`src/design/rubst_pkg.sv`:
```
// Package for the ray against unit box slab test.
// Holds the beat payload types, queue entry types and fixed-point constants.
// Depends on nothing.
package rubst_pkg;

	localparam int QueueDepth = 4;
	localparam int MagW = 32;
	localparam int FracW = 16;
	localparam int DivSteps = MagW + FracW;
	localparam logic signed [32:0] BoxLo = -33'sd32768;
	localparam logic signed [32:0] BoxHi = 33'sd32768;

	typedef struct packed {
		logic signed [31:0] origin_x;
		logic signed [31:0] origin_y;
		logic signed [31:0] origin_z;
		logic signed [31:0] dir_x;
		logic signed [31:0] dir_y;
		logic signed [31:0] dir_z;
	} ray_t;

	typedef struct packed {
		logic        hit;
		logic [30:0] hit_distance;
	} res_t;

	typedef struct packed {
		logic [MagW-1:0] lo_mag;
		logic [MagW-1:0] hi_mag;
		logic [MagW-1:0] dvs;
		logic            lo_neg;
		logic            hi_neg;
		logic            dzero;
		logic            oob;
	} axis_job_t;

	typedef struct packed {
		axis_job_t [2:0] ax;
	} job_t;

	typedef struct packed {
		logic lo_neg;
		logic hi_neg;
		logic dzero;
		logic oob;
	} axis_side_t;

endpackage

```
`src/design/rubst_if.sv`:
```
// Valid/ready channel interfaces for rays and results.
// Depends on rubst_pkg.
interface rubst_ray_if;
	logic              valid;
	logic              ready;
	rubst_pkg::ray_t   data;
	modport source (output valid, output data, input ready);
	modport sink (input valid, input data, output ready);
endinterface


```
`src/design/rubst_front.sv`:
```
// Front end: accepts ray beats, forms slab numerators, divisor magnitudes and flags.
// Depends on rubst_pkg and rubst_if.
module rubst_front (
	input  logic               clk,
	input  logic               arst_n,
	rubst_ray_if.sink          ray,
	output logic               job_valid,
	output rubst_pkg::job_t    job,
	input  logic               job_ready
);

	rubst_pkg::job_t job_c;
	rubst_pkg::job_t job_s1;
	logic            v_s1;
	logic            accept;
	logic signed [31:0] org [3];
	logic signed [31:0] dir [3];

	assign org[0] = ray.data.origin_x;
	assign org[1] = ray.data.origin_y;
	assign org[2] = ray.data.origin_z;
	assign dir[0] = ray.data.dir_x;
	assign dir[1] = ray.data.dir_y;
	assign dir[2] = ray.data.dir_z;

	always_comb begin
		logic signed [32:0] o33;
		logic signed [32:0] lo;
		logic signed [32:0] hi;
		logic [32:0] lo_m;
		logic [32:0] hi_m;
		logic [31:0] d_m;
		for (int k = 0; k < 3; k++) begin
			o33 = {org[k][31], org[k]};
			lo = rubst_pkg::BoxLo - o33;
			hi = rubst_pkg::BoxHi - o33;
			lo_m = lo[32] ? -lo : lo;
			hi_m = hi[32] ? -hi : hi;
			d_m = dir[k][31] ? -dir[k] : dir[k];
			job_c.ax[k].lo_mag = lo_m[31:0];
			job_c.ax[k].hi_mag = hi_m[31:0];
			job_c.ax[k].dvs = d_m;
			job_c.ax[k].lo_neg = lo[32] ^ dir[k][31];
			job_c.ax[k].hi_neg = hi[32] ^ dir[k][31];
			job_c.ax[k].dzero = (dir[k] == 32'sd0);
			job_c.ax[k].oob = (o33 < rubst_pkg::BoxLo) || (o33 > rubst_pkg::BoxHi);
		end
	end

	assign ray.ready = !v_s1 || job_ready;
	assign accept = ray.valid && ray.ready;

	always_ff @(posedge clk or negedge arst_n) begin
		if (!arst_n) begin
			v_s1 <= 1'b0;
		end else if (accept) begin
			v_s1 <= 1'b1;
		end else if (job_ready) begin
			v_s1 <= 1'b0;
		end
	end

	always_ff @(posedge clk) begin
		if (accept) begin
			job_s1 <= job_c;
		end
	end

	assign job_valid = v_s1;
	assign job = job_s1;

endmodule

```
`src/flat_wrapper.sv`:
```
// flat-port wrapper written by rule: the top's interface ports become plain ports
module rubst_front_flat 
  (clk, arst_n, job_valid, job, job_ready, ray_valid, ray_data, ray_ready);
  rubst_ray_if ray_i ();
  input  logic clk;
  input  logic arst_n;
  output logic job_valid;
  output rubst_pkg::job_t job;
  input  logic job_ready;
  input wire logic [$bits(ray_i.valid)-1:0] ray_valid;
  input wire logic [$bits(ray_i.data)-1:0] ray_data;
  output wire logic [$bits(ray_i.ready)-1:0] ray_ready;
  assign ray_i.valid = ray_valid;
  assign ray_i.data = ray_data;
  assign ray_ready = ray_i.ready;
  rubst_front u_core (.clk(clk), .arst_n(arst_n), .ray(ray_i), .job_valid(job_valid), .job(job), .job_ready(job_ready));
endmodule
```
`config.mk`:
```
export PLATFORM = sky130hd
export DESIGN_NAME = rubst_front_flat
export DESIGN_NICKNAME = d
export VERILOG_FILES = /design/src/design/rubst_pkg.sv /design/src/design/rubst_if.sv /design/src/design/rubst_front.sv /design/src/flat_wrapper.sv
export SDC_FILE = /design/constraint.sdc
export NUM_CORES = 1
export LEC_CHECK = 0
export ABC_AREA = 1
export BUFFER_PORTS_ARGS = -buffer_cell sky130_fd_sc_hd__buf_2
export CAP_MARGIN = 15
export CORE_MARGIN = 3
export CORE_UTILIZATION = 40
export CTS_BUF_LIST = sky130_fd_sc_hd__clkbuf_16
export CTS_CLUSTER_DIAMETER = 100
export CTS_CLUSTER_SIZE = 16
export DETAILED_ROUTE_END_ITERATION = 8
export PLACE_DENSITY_LB_ADDON = 0.25
export SETUP_SLACK_MARGIN = 0.02
export SLEW_MARGIN = 20
export SYNTH_ARGS = -nofsm -noshare
export SYNTH_HDL_FRONTEND = slang
export SYNTH_SLANG_ARGS = --single-unit
```
`constraint.sdc`:
```
create_clock -name clk -period 18.2 [get_ports clk]
set_input_delay 4.55 -clock clk [delete_from_list [all_inputs] [get_ports clk]]
set_output_delay 4.55 -clock clk [all_outputs]
set_load 0.03 [all_outputs]
```
==> flow_metrics.env <==
export IMPL_outcome="completed"
export IMPL_dr_pass1_iters=5
export IMPL_cp_start_kind="input pin"
export IMPL_die_h_um=235
export IMPL_antenna_found_initial=14
export IMPL_syn_inst=2740
export IMPL_wl_per_cell_um=17.2
export IMPL_pwr_share_clk=0.307
export IMPL_period_share=0.525
export IMPL_gp_congestion=0.953
export IMPL_peakVddDrop_mv=0.0669
export IMPL_yosys_area_share_xor_xnor=0.0970
export IMPL_fp_dieW_um=235
export IMPL_hold_depth=2
export IMPL_drive_gt1_frac=0.223
export IMPL_drt_iter0_markers=1283
export IMPL_ctsHoldBuffers=0
export IMPL_synth_most_common_cell="nand2_1"
export IMPL_postCtsSetupRepairBufs=0
export IMPL_cts_max_level=1
export IMPL_gr_total_overflow=0
export IMPL_critPathArrivalTime_ns=5.00
export IMPL_nets=3423
export IMPL_vias=19400
export IMPL_ys_top_cells_by_count="nand2_1, inv_1, nor2_1"
export IMPL_holdCritPathClass="reg -> reg"
export IMPL_asyncSetResetFlopFracSynth=0.00336
export IMPL_synth_top_family_by_area="simple AND/OR/NAND/NOR gates"
export IMPL_relSlewSlack=0.361
export IMPL_syn_area_mm2=0.0210
export IMPL_synth_mux_area_frac=0
export IMPL_clkTransAtPathRegs_ns=0.07
export IMPL_skew_ns=0.0199
export IMPL_critPathRequiredTime_ns=13.65
export IMPL_slew_violations=0
export IMPL_endpoint_kind="output pin"
export IMPL_layout_min_cycle_time_ns=9.55
export IMPL_start_util=0.407
export IMPL_power_density_mw_per_mm2=72.2
export IMPL_yosysTopAreaCell="edfxtp_1"
export IMPL_cts_made_buffers=25
export IMPL_tns_ns=0
export IMPL_core_area_mm2=0.0517
export IMPL_drv_cap=0
export IMPL_synth_compound_area_frac=0.0509
export IMPL_regToRegSetupSlack_ns=14.84
export IMPL_synth_area_leaders="edfxtp_1, nand2_1, xor2_1"
export IMPL_p_sw_uw=590
export IMPL_synth_adder_area_share=0.00357
export IMPL_p_int_uw=1210
export IMPL_holdPathEnd="u_core.job_valid"
export IMPL_avgSynthCellArea_um2=7.68
export IMPL_syn_num_nets=2942
export IMPL_yosysSeqAreaShare=0.425
export IMPL_ctsResizeCount=0
export IMPL_cts_tree="done"
export IMPL_placementRows=83
export IMPL_ys_ff_latch=298
export IMPL_rsz0062_at_grt="false"
export IMPL_synth_top_area_share=0.424
export IMPL_swShare=0.327
export IMPL_comb_power_share=0.231
export IMPL_die_area_mm2=0.0554
export IMPL_grt_use_total=0.232
export IMPL_grt_start_max_net_pins=174
export IMPL_grt_pass1_vias=17900
export IMPL_cts_buffer_depth=3
export IMPL_dominantRegCellSynth="edfxtp_1"
export IMPL_fmax_mhz=105
export IMPL_reg2reg_from="u_core.job_valid"
export IMPL_path_class="in -> out"
export IMPL_hold_start="u_core.job_valid"
export IMPL_drt_drc_violations_left=0
export IMPL_p_seq_frac=0.463
export IMPL_crit_fanout=2
export IMPL_place_hpwl_um=53800
export IMPL_r2r_end="u_core.job[274]"
export IMPL_clk_latency_ns=0.57
export IMPL_synth_simple_gate_area_frac=0.346
export IMPL_portBuffers=497
export IMPL_antenna_left=0
export IMPL_setup_viol=0
export IMPL_synth_edff_count=297
export IMPL_reg2regPathDepth=4
export IMPL_ys_warnings_count=0
export IMPL_area_growth_pct=18.8
export IMPL_totalWireLength_um=67500
export IMPL_synthDistinctLibCells=47
export IMPL_clkSinkCount=298
export IMPL_vias_per_cell=4.96
export IMPL_cts_root_buf="clkbuf_16"
export IMPL_final_util=0.483
export IMPL_hold_viol_final=0
export IMPL_grt_pass1_wl_um=102000
export IMPL_worst_slew_pin_slew_ns=0.958
export IMPL_ioPinCount=498
export IMPL_p_leak_uw=0.0116
-- worst max path at each step --
stage	depth (start not counted)	endpoint	start
2_1_floorplan	2	u_core.job[0]	job_ready
3_3_place_gp	4	ray_ready	job_ready
3_5_place_dp	4	ray_ready	job_ready
4_1_cts	4	ray_ready	job_ready
5_1_grt	4	ray_ready	job_ready
6_report	4	ray_ready	job_ready
-- worst max-delay path, stage by stage --
cell and delay, ns:
buf_2 0.10, inv_1 0.10, nand2_1 0.08, buf_2 0.18
-- area by class of cell --
cell class	count	area, µm²
Antenna cell	6	15.0
Fill cell	5201	26700
Clock inverter	15	154
Sequential cell	298	8940
Clock buffer	25	626
Inverter	365	1370
Timing Repair Buffer	504	2550
Multi-Input combinational cell	2027	10500
Tap cell	680	851
-- through the flow --
| step | worst slack (ns) | instances | instance area (µm²) | hold WS (ns) | total power (µW) |
|---|---|---|---|---|---|
| floorplan | 4.47 | 2740 | 21000 | 0.909 | 1130 |
| global placement | 8.65 | 3874 | 24200 | 0.571 | 1260 |
| detailed placement | 8.65 | 3874 | 24200 | 0.574 | 1270 |
| CTS | 8.65 | 3914 | 25000 | 0.592 | 1820 |
| global route | 8.61 | 3919 | 25000 | 0.655 | 1890 |
| finish | 8.65 | 3920 | 25000 | 0.590 | 1800 |
-- per-layer routing --
metal / vias up / track usage / part of all wire
met4: 12 / 0.0846 / 0.036
li1: 9844 / - / -
met5: - / 0 / 0.0013
met3: 123 / 0.0473 / 0.072
met1: 8791 / 0.310 / 0.43
met2: 666 / 0.375 / 0.46
-- layout by cell type (no fill, tap or decap), types with 7 or more instances in the layout --
cell type / synthesis / final
edfxtp_1: 297 / 297
nor3_1: 44 / 44
a31oi_1: 9 / 9
nor2_8: 7 / 7
nor2_2: 33 / 34
o21ai_0: 114 / 114
clkbuf_16: 0 / 25
xor2_2: 9 / 9
xor2_1: 160 / 160
a21oi_1: 18 / 17
o21ai_1: 29 / 29
nand2_2: 41 / 41
xnor2_1: 50 / 50
nor2_4: 17 / 17
nor4_1: 12 / 12
nand3b_1: 11 / 11
nand2_4: 7 / 7
nand3_2: 9 / 9
nand3_1: 224 / 224
inv_2: 29 / 29
nand4_1: 60 / 60
nor2_1: 298 / 297
nand2_1: 822 / 822
buf_2: 18 / 497
inv_1: 333 / 340
o21ai_2: 7 / 7
nor3_2: 8 / 8
-- power groups by stage --
stage | clock [µW] | sequential, µW | combinational [µW]
finish | 553 | 834 | 416
global route | 594 | 838 | 454
CTS | 571 | 834 | 417
detailed placement | 0 | 849 | 416
global placement | 0 | 849 | 414
floorplan | 0 | 954 | 179
-- state kept, by name, indices dropped and copies added, names as in the netlist --
name              cells
u_core.job_valid      1
u_core.job          297
-- cell families after synthesis --
| group | count (synthesis) |
|---|---|
| AO/OA/AOI/OAI | 194 |
| XOR/XNOR | 221 |
| adder cells (fa/ha/maj) | 6 |
| buffers and inverters | 415 |
| flip-flops | 298 |
| AND/OR/NAND/NOR | 1606 |
No activity file was read; power rests on OpenSTA's default activity.
