===== config.mk =====
export PLATFORM = sky130hd
export DESIGN_NAME = rubst_queue
export DESIGN_NICKNAME = d
export VERILOG_FILES = /design/src/design/rubst_pkg.sv /design/src/design/rubst_queue.sv
export SDC_FILE = /design/constraint.sdc
export NUM_CORES = 1
export LEC_CHECK = 0
export BUFFER_PORTS_ARGS = -buffer_cell sky130_fd_sc_hd__buf_2
export CAP_MARGIN = 10
export CORE_ASPECT_RATIO = 1.25
export CORE_MARGIN = 4
export CORE_UTILIZATION = 30
export DETAILED_ROUTE_END_ITERATION = 8
export HOLD_SLACK_MARGIN = 0.08
export SYNTH_ARGS = -nofsm -noshare
export SYNTH_HDL_FRONTEND = slang
export SYNTH_SLANG_ARGS = --single-unit
export TNS_END_PERCENT = 5

===== constraint.sdc =====
create_clock -name clk -period 8.55 [get_ports clk]
set_clock_uncertainty 0.05 [all_clocks]
set_input_delay 0 -clock clk [delete_from_list [all_inputs] [get_ports clk]]
set_output_delay 0 -clock clk [all_outputs]
set_load 0.1 [all_outputs]

===== src/design/rubst_pkg.sv =====
// Package for the ray against unit box slab test.
// Holds the beat payload types, queue entry types and fixed-point constants.
// Depends on nothing.
package rubst_pkg;

	localparam int QueueDepth = 4;
	localparam int MagW = 32;
	localparam int FracW = 16;
	localparam int DivSteps = MagW + FracW;
	localparam logic signed [32:0] BoxLo = -33'sd32768;
	localparam logic signed [32:0] BoxHi = 33'sd32768;

	typedef struct packed {
		logic signed [31:0] origin_x;
		logic signed [31:0] origin_y;
		logic signed [31:0] origin_z;
		logic signed [31:0] dir_x;
		logic signed [31:0] dir_y;
		logic signed [31:0] dir_z;
	} ray_t;

	typedef struct packed {
		logic        hit;
		logic [30:0] hit_distance;
	} res_t;

	typedef struct packed {
		logic [MagW-1:0] lo_mag;
		logic [MagW-1:0] hi_mag;
		logic [MagW-1:0] dvs;
		logic            lo_neg;
		logic            hi_neg;
		logic            dzero;
		logic            oob;
	} axis_job_t;

	typedef struct packed {
		axis_job_t [2:0] ax;
	} job_t;

	typedef struct packed {
		logic lo_neg;
		logic hi_neg;
		logic dzero;
		logic oob;
	} axis_side_t;

endpackage


===== src/design/rubst_queue.sv =====
// Short queue that decouples the front end from the divider back end.
// Depends on rubst_pkg.
module rubst_queue #(
	parameter int Depth = rubst_pkg::QueueDepth
) (
	input  logic               clk,
	input  logic               arst_n,
	input  logic               push_valid,
	input  rubst_pkg::job_t    push_data,
	output logic               push_ready,
	output logic               pop_valid,
	output rubst_pkg::job_t    pop_data,
	input  logic               pop
);

	localparam int AddrW = (Depth > 1) ? $clog2(Depth) : 1;
	localparam int CntW = $clog2(Depth + 1);

	rubst_pkg::job_t mem_q [Depth];
	logic [AddrW-1:0] wr_q;
	logic [AddrW-1:0] rd_q;
	logic [CntW-1:0]  cnt_q;
	logic             push;
	logic             do_pop;

	assign push_ready = (cnt_q != CntW'(Depth));
	assign pop_valid = (cnt_q != '0);
	assign push = push_valid && push_ready;
	assign do_pop = pop && pop_valid;
	assign pop_data = mem_q[rd_q];

	always_ff @(posedge clk or negedge arst_n) begin
		if (!arst_n) begin
			wr_q <= '0;
			rd_q <= '0;
			cnt_q <= '0;
		end else begin
			if (push) begin
				wr_q <= (wr_q == AddrW'(Depth - 1)) ? '0 : wr_q + 1'b1;
			end
			if (do_pop) begin
				rd_q <= (rd_q == AddrW'(Depth - 1)) ? '0 : rd_q + 1'b1;
			end
			if (push && !do_pop) begin
				cnt_q <= cnt_q + 1'b1;
			end else if (do_pop && !push) begin
				cnt_q <= cnt_q - 1'b1;
			end
		end
	end

	always_ff @(posedge clk) begin
		if (push) begin
			mem_q[wr_q] <= push_data;
		end
	end

endmodule


==> flow_summary.yaml, run 1 <==
timing:
  fmax_mhz: 254
  setup_tns_ns: 0
  rsz0062_at_grt: "no"
  fin_crit_sh_pct: 46.1
  hold_viol: 0
  min_period_ns: 3.94
  tightest_slew_ns: 1.25
  maxSlewViolCount: 0
  setup_viol: 0
  relSlewSlack_pct: 16.8
drt:
  drt-vias-per-instance: 4.53
  drtPass1Iterations: 5
  ant_nets: 0
  vias: 22100
  drtIter0Drc: 1310
  drc: 0
  wl_per_cell_um: 20.6
  drt-total-wl_mm: 101
clock_tree:
  cts_root_buf: "clkbuf_16"
  cts.path.max_buffers: 3
  post_cts_resize_count: 0
  ctsHoldBuffers: 601
  cts_setup_buffers: 0
  cts.clk_slew.worst_paths_ns: 0.06
  tritoncts: "built"
  cts-buffers-inserted: 115
  worstSkewPairLatency_ns: 0.73
  clock_sinks: 1207
  htree_levels: 3
worst_setup_path:
  critPathMaxFanout: 93
  r2r_start: "cnt_q[2]$_DFFE_PN0P_"
  end_kind: "primary output"
  cp.arrival_ns: 3.89
  cp_data_required_time_ns: 8.50
  r2r_end: "mem_q[3][107]$_DFFE_PP_"
  cp-start-kind: "flip-flop"
  r2r_cells: 4
  path_class: "flip-flop to primary output"
  cp-startpoint: "rd_q[0]$_DFFE_PN0P_"
  regToRegSetupSlack_ns: 5.45
  cp-endpoint: "pop_data[110]"
place:
  placed_cell_area_um2: 49000
  hpwlAfterDp_mm: 60.7
  io_buffer_count: 605
  dp.cells: 4055
  gp_congestion: 0.764
worst_hold_path:
  min_path_cells: 2
  hold_class: "input pin to flip-flop"
synth:
  netlist_area_um2: 43800
  ys.warnings.count: 0
  synthTopCellsByArea: "edfxtp_1 82%, mux4_2 15%, buf_6 0.82%, dfrtp_1 0.40%, buf_2 0.34%"
  syn_inst: 1603
  syn_nets: 1914
  synth_seq_area_share_pct: 82.7
  avgSynthCellArea_um2: 27.3
  yosys.area.top_type: "edfxtp_1"
  synth_top_area_share_pct: 82.3
  ys_types: 20
  synth.ff_latch_count: 1207
grt:
  grt_pass1_wl_mm: 152
  antenna_found_initial: 15
  grt_pass1_vias: 24300
  grt-ovfl-total: 0
  grt_usage_pct: 13.1
  grt_max_degree: 145
floorplanning:
  die-height_um: 435
  io_pins: 606
  fp-row-count: 156
  die_w_um: 350
  core_um2: 145000
  start_util_pct: 30.2
  dieArea_um2: 152000
job:
  cap_viol_max_count: 0
layout:
  syn_to_final_growth_pct: 33.8
  mostFrequentLayoutCells: "1200 x edfxtp_1, 605 x buf_2, 601 x dlygate4sd3_1, 300 x mux4_2, 117 x clkbuf_16"
  layout_commonest_cell: "edfxtp_1"
  stdcell_count: 4881
  final_nets: 3188
  design_area_um2: 58600
  drive_above_1_share_pct: 36.6
outcome:
  status: "complete, no violations"
stage by stage:
step | hold slack (ns) | worst slack [ns] | utilization (%)
after floorplan | -0.346 | 3.49 | -
after global placement | -0.202 | 5.32 | 33.8
after detailed placement | -0.196 | 5.27 | 33.8
after CTS | 0.0817 | 4.42 | 40.4
after global routing | 0.105 | 4.24 | 40.4
final | 0.112 | 4.61 | 40.4
logic make-up after synthesis:
family        share of synthesized area (%)
simple gates                          0.166
buf+inv                                1.24
xor+xnor                             0.0600
mux                                    15.6
flops                                  82.7
fa+ha+maj                             0.217
cell type report:
class,instances,area [µm²]
antenna,15,37.5
fill,12700,86300
multi-input combinational,326,7030
inverter,3,11.3
clock inverter,60,493
sequential,1207,36200
timing repair buffer,1224,9340
clock buffer,150,3050
tap,1896,2370
registers in the layout (all words and copies together), names as in the netlist:
register  flops
mem_q      1200
cnt_q         3
rd_q          2
wr_q          2
routing by layer:
layer	vias up	wire length, µm	GRT usage (%)
met5	-	13	0
met4	2	3820	6.06
met3	182	7780	3.83
met2	741	51300	22.2
met1	11600	37600	15.2
li1	9595	-	-
worst max-delay path, stage by stage, from the launching register on:
cell and delay [ns]:
dfrtp_4 0.86, buf_12 0.46, buf_12 0.56, mux4_2 0.63, buf_2 0.32
synthesized netlist by cell type (all sizes together):
| library cell | number |
|---|---|
| edfxtp | 1200 |
| or3 | 1 |
| and3 | 4 |
| nor2 | 3 |
| nand2 | 1 |
| dfrtp | 7 |
| buf | 63 |
| mux2 | 5 |
| or3b | 1 |
| mux4 | 300 |
| xor2 | 2 |
| fa | 1 |
| inv | 3 |
| xnor2 | 1 |
| and2 | 1 |
| ha | 6 |
| clkbuf | 4 |
how the worst min path moves through the flow:
stage | start | to
4_1_cts | push_data[201] | mem_q[0][201]$_DFFE_PP_
2_1_floorplan | arst_n | cnt_q[0]$_DFFE_PN0P_
3_3_place_gp | arst_n | rd_q[1]$_DFFE_PN0P_
5_1_grt | push_data[201] | mem_q[3][201]$_DFFE_PP_
6_report | push_data[193] | mem_q[3][193]$_DFFE_PP_
3_5_place_dp | arst_n | rd_q[1]$_DFFE_PN0P_
Power of run 1 is left out: the tool's default activity adds up to more than one toggle a clock period on the data nets, which glitch-free logic cannot reach.
==> run 2: changes to the inputs <==
==> constraint.sdc (replaced) <==
create_clock -name clk -period 4 [get_ports clk]
set_clock_uncertainty 0.05 [all_clocks]
set_input_delay 0 -clock clk [delete_from_list [all_inputs] [get_ports clk]]
set_output_delay 0 -clock clk [all_outputs]
set_load 0.1 [all_outputs]
==> run 2 against run 1 <==
Setup slack got worse by 3.7 ns. Core utilization grew 0.42 points. Critical path depth stayed put. Largest cell class unchanged. First-iteration DRC count is 1.3% lower. Sequential share of layout area decreased by 0.64 points. Clock-buffer cell count is 1 higher. Global-route usage rose by 0.30 points. Highest routed layer unchanged. Via count grew 0.40%. Flip-flop and latch count unchanged. Die area stayed put.
==> flow_summary.yaml, run 2 (synthesis gave the netlist of run 1 again) <==
worst_setup_path:
  regToRegSetupSlack_ns: 1.56
  cp-start-kind: "flip-flop"
  r2r_end: "mem_q[0][113]$_DFFE_PP_"
  end_kind: "primary output"
  r2r_cells: 3
  cp.arrival_ns: 3.03
  cpPeakStageDelay_ns: 0.64
  cp-endpoint: "pop_data[182]"
  cp-startpoint: "rd_q[0]$_DFFE_PN0P_"
  critPathSlowestCell: "dfrtp_4"
  critPathMaxFanout: 44
  cp_data_required_time_ns: 3.95
  cp_cell_sequence: "buf_12 -> buf_12 -> mux4_2 -> buf_2"
  worst_path_most_repeated_cell: "buf_12"
  path_class: "flip-flop to primary output"
  r2r_start: "cnt_q[2]$_DFFE_PN0P_"
clock_tree:
  clock_sinks: 1207
  htree_levels: 3
  cts-buffers-inserted: 115
  ctsHoldBuffers: 603
  cts_setup_buffers: 0
  tritoncts: "built"
  cts_root_buf: "clkbuf_16"
  post_cts_resize_count: 0
  cts.clk_slew.worst_paths_ns: 0.06
  cts.path.max_buffers: 3
  worstSkewPairLatency_ns: 0.72
grt:
  antenna_found_initial: 13
  grt_max_degree: 95
  grt_usage_pct: 13.4
  grt_pass1_vias: 24800
  grt-ovfl-total: 0
  grt_pass1_wl_mm: 154
timing:
  min_period_ns: 3.08
  relSlewSlack_pct: 40.7
  fin_crit_sh_pct: 76.9
  rsz0062_at_grt: "no"
  tightest_slew_ns: 0.889
  fmax_mhz: 325
  hold_viol: 0
  setup_viol: 0
  maxSlewViolCount: 0
floorplanning:
  dieArea_um2: 152000
  die-height_um: 435
  core_um2: 145000
  die_w_um: 350
  io_pins: 606
  fp-row-count: 156
  start_util_pct: 30.2
drt:
  wl_per_cell_um: 20.9
  drc: 0
  drt-vias-per-instance: 4.49
  drtPass1Iterations: 4
  ant_nets: 0
  drtIter0Drc: 1293
  drt-total-wl_mm: 103
  vias: 22200
layout:
  syn_to_final_growth_pct: 35.2
  drive_above_1_share_pct: 38.2
  final_nets: 3252
  layout_commonest_cell: "edfxtp_1"
  reg_top3: "mem_q (1200), cnt_q (3)"
  largest_register_ffs: 1200
  regMostFlops: "mem_q"
  mostFrequentLayoutCells: "1200 x edfxtp_1, 605 x buf_2, 603 x dlygate4sd3_1, 300 x mux4_2, 119 x clkbuf_16"
  design_area_um2: 59200
  fillers: 12600
place:
  hpwlAfterDp_mm: 66.2
  placed_cell_area_um2: 49500
  gp_congestion: 0.771
  io_buffer_count: 605
job:
  cap_viol_max_count: 0
worst_hold_path:
  hold_class: "input pin to flip-flop"
outcome:
  status: "complete, no violations"
## run 2: changes by cell type in the layout (fill, tap and decap cells not counted)
cell | before | now
buf_4 | 5 | 63
inv_8 | 0 | 2
inv_16 | 1 | 0
clkbuf_1 | 33 | 32
clkbuf_16 | 117 | 119
buf_12 | 13 | 17
clkinv_2 | 13 | 20
clkinv_8 | 2 | 0
dlygate4sd3_1 | 601 | 603
clkinv_1 | 26 | 18
diode_2 | 15 | 11
bufinv_16 | 6 | 9
clkinv_4 | 4 | 1
## run 2: how the worst min path moves through the flow
stage                   start                 endpoint  slack [ns]  cells after the start
2_1_floorplan          arst_n     cnt_q[0]$_DFFE_PN0P_       -0.35                      0
3_3_place_gp           arst_n      rd_q[0]$_DFFE_PN0P_       -0.21                      1
3_5_place_dp           arst_n      rd_q[0]$_DFFE_PN0P_       -0.20                      1
4_1_cts        push_data[212]  mem_q[1][212]$_DFFE_PP_         0.1                      2
5_1_grt        push_data[212]  mem_q[1][212]$_DFFE_PP_        0.14                      2
6_report       push_data[212]  mem_q[1][212]$_DFFE_PP_        0.18                      2
## run 2: worst max-delay path, delay by kind of cell (launching register included)
kind	cells	cell delay (ns)
mux	1	0.60
flops	1	0.64
buf+inv	3	0.97
## run 2: per-stage QoR
step | std cells | TNS, ns | worst slack [ns] | hold slack, ns | utilization (%)
floorplan | 1603 | -1277.44 | -1.06 | -0.346 | -
global placement | 4117 | 0 | 1.55 | -0.208 | 34.2
detailed placement | 4117 | 0 | 1.54 | -0.203 | 34.2
CTS | 4929 | 0 | 0.757 | 0.0977 | 40.8
global route | 4940 | 0 | 0.714 | 0.139 | 40.9
finish | 4940 | 0 | 0.923 | 0.176 | 40.9
## run 2: final cells by class
cell class | instances | area, µm² | share of cell area [%]
Antenna cell | 11 | 27.5 | 0.0465
Clock buffer | 151 | 3100 | 5.24
Inverter | 3 | 11.3 | 0.0190
Multi-Input combinational cell | 326 | 7030 | 11.9
Sequential cell | 1207 | 36200 | 61.2
Timing Repair Buffer | 1288 | 9880 | 16.7
Clock inverter | 58 | 532 | 0.899
Tap cell | 1896 | 2370 | 4.01
## run 2: routing by layer
layer / GRT usage [%] / vias to the layer above / wire length (µm)
met5: 0 / - / 13
met4: 5.06 / 2 / 3080
met3: 3.56 / 149 / 7520
met2: 23.8 / 741 / 54500
met1: 15.3 / 11600 / 38100
li1: - / 9713 / -
Power of run 2 is left out for the same reason.
==> run 3: changes to the inputs <==
==> constraint.sdc (replaced) <==
create_clock -name clk -period 2.9 [get_ports clk]
set_clock_uncertainty 0.05 [all_clocks]
set_input_delay 0 -clock clk [delete_from_list [all_inputs] [get_ports clk]]
set_output_delay 0 -clock clk [all_outputs]
set_load 0.1 [all_outputs]
==> run 3 against run 2 <==
Register-to-register slack worse by 1.0 ns. Via count is 0.29% higher. Flip-flop and latch count stayed put. Final cell count is 0.10% higher. Global-route usage is 0.32 points higher. Critical path depth stayed put. Core utilization is 0.30 points higher. First-iteration DRC count is 1.9% lower.
==> flow_summary.yaml, run 3 (synthesis gave the netlist of run 1 again) <==
clock_tree:
  worstSkewPairLatency_ns: 0.73
  cts.path.max_buffers: 3
  cts_root_buf: "clkbuf_16"
  tritoncts: "built"
  cts.clk_slew.worst_paths_ns: 0.06
  clock_sinks: 1207
  htree_levels: 3
  cts-buffers-inserted: 115
floorplanning:
  fp-row-count: 156
  die-height_um: 435
  dieArea_um2: 152000
  die_w_um: 350
  io_pins: 606
  start_util_pct: 30.2
  core_um2: 145000
place:
  io_buffer_count: 605
  placed_cell_area_um2: 49700
  gp_congestion: 0.759
  hpwlAfterDp_mm: 67.1
drt:
  wl_per_cell_um: 21.2
  ant_nets: 0
  drtIter0Drc: 1268
  vias: 22300
  drc: 0
  drt-total-wl_mm: 105
  drtPass1Iterations: 4
  drt-vias-per-instance: 4.50
worst_setup_path:
  cp-start-kind: "flip-flop"
  path_delay_family: "buffers and inverters"
  critPathSlowestCell: "mux4_2"
  critPathMaxFanout: 24
  cpPeakStageDelay_ns: 0.55
  cp_data_required_time_ns: 2.85
  end_kind: "primary output"
  critPathBufInv: 3
  path_class: "flip-flop to primary output"
  cp.arrival_ns: 2.70
  cp_cell_sequence: "buf_16 -> buf_12 -> mux4_2 -> buf_2"
timing:
  hold_viol: 0
  maxSlewViolCount: 0
  setup_viol: 0
  tightest_slew_ns: 0.669
  relSlewSlack_pct: 55.7
  min_period_ns: 2.75
  hold-worst-slack_ns: 0.235
  fmax_mhz: 364
  rsz0062_at_grt: "no"
  fin_crit_sh_pct: 94.7
  setup_tns_ns: 0
layout:
  area.sequential_um2: 36200
  syn_to_final_growth_pct: 36.2
  regMostFlops: "mem_q"
  reg_top3: "mem_q (1200), cnt_q (3)"
  design_area_um2: 59600
  layout_commonest_cell: "edfxtp_1"
  largest_register_ffs: 1200
  multiInputGateArea_um2: 7030
  final_nets: 3259
  mostFrequentLayoutCells: "1200 x edfxtp_1, 604 x dlygate4sd3_1, 597 x buf_2, 300 x mux4_2, 115 x clkbuf_16"
  drive_above_1_share_pct: 38.6
  fillers: 12700
grt:
  antenna_found_initial: 15
  grt_usage_pct: 13.7
  grt_pass1_vias: 24700
  grt-ovfl-total: 0
  grt_pass1_wl_mm: 157
  grt_max_degree: 69
job:
  cap_viol_max_count: 0
outcome:
  status: "complete, no violations"
worst_hold_path:
  hold_class: "input pin to asynchronous set/reset pin"
run 3: final cells by class:
type	instances	share of cell area [%]
repair buffers	1295	17.2
diodes	11	0.0462
multi-input cells	326	11.8
clock buffers	135	4.97
flip-flops and latches	1207	60.8
well taps	1896	3.98
clock inverters	72	1.25
inverters	3	0.0189
run 3: worst paths after layout:
path                                      start              endpoint  slack (ns)  depth (start not counted)
hold reg to reg            cnt_q[2]$_DFFE_PN0P_  cnt_q[2]$_DFFE_PN0P_        0.46                          1
setup / recovery            rd_q[0]$_DFFE_PN0P_         pop_data[139]        0.15                          4
hold / removal                           arst_n   rd_q[0]$_DFFE_PN0P_        0.24                          3
min in group clk                            pop   rd_q[0]$_DFFE_PN0P_        0.25                          4
max in group asynchronous                arst_n   rd_q[1]$_DFFE_PN0P_        2.29                          3
setup reg to reg           cnt_q[1]$_DFFE_PN0P_  cnt_q[2]$_DFFE_PN0P_        0.53                          8
run 3: metal layers:
| layer | global-route usage, % | part of all wire, % | wire length (µm) |
|---|---|---|---|
| met5 | 0 | 0.039 | 41 |
| met4 | 6.13 | 4.2 | 4390 |
| met3 | 4.10 | 7.5 | 7860 |
| met2 | 23.7 | 51 | 53900 |
| met1 | 15.6 | 37 | 38800 |
run 3: timing repair:
item                                    in CTS  in global routing
endpoints found under the setup margin     115                  1
setup buffers                                2                  0
hold buffers                               604                  0
hold endpoints to repair                  1631                  0
resized for setup                           12                  1
cloned                                       0                  0
pin swaps                                    0                  0
run 3: worst register-to-register path, cell delays in order, from the launching register on:
cell and delay (ns):
dfrtp_1 0.42, or3_2 0.51, nand2_1 0.17, ha_1 0.23
inv_1 0.07, fa_1 0.38, xor2_1 0.16, nor2_1 0.13
xor2_1 0.18
run 3: through the flow:
stage	setup slack (ns)	util (%)	cells
after floorplan	-0.683	-	1603
after global placement	0.525	34.3	4121
after detailed placement	0.567	34.3	4121
after CTS	0.00467	41.1	4934
after global routing	0.00255	41.1	4943
final	0.154	41.1	4945
Power of run 3 is left out for the same reason.
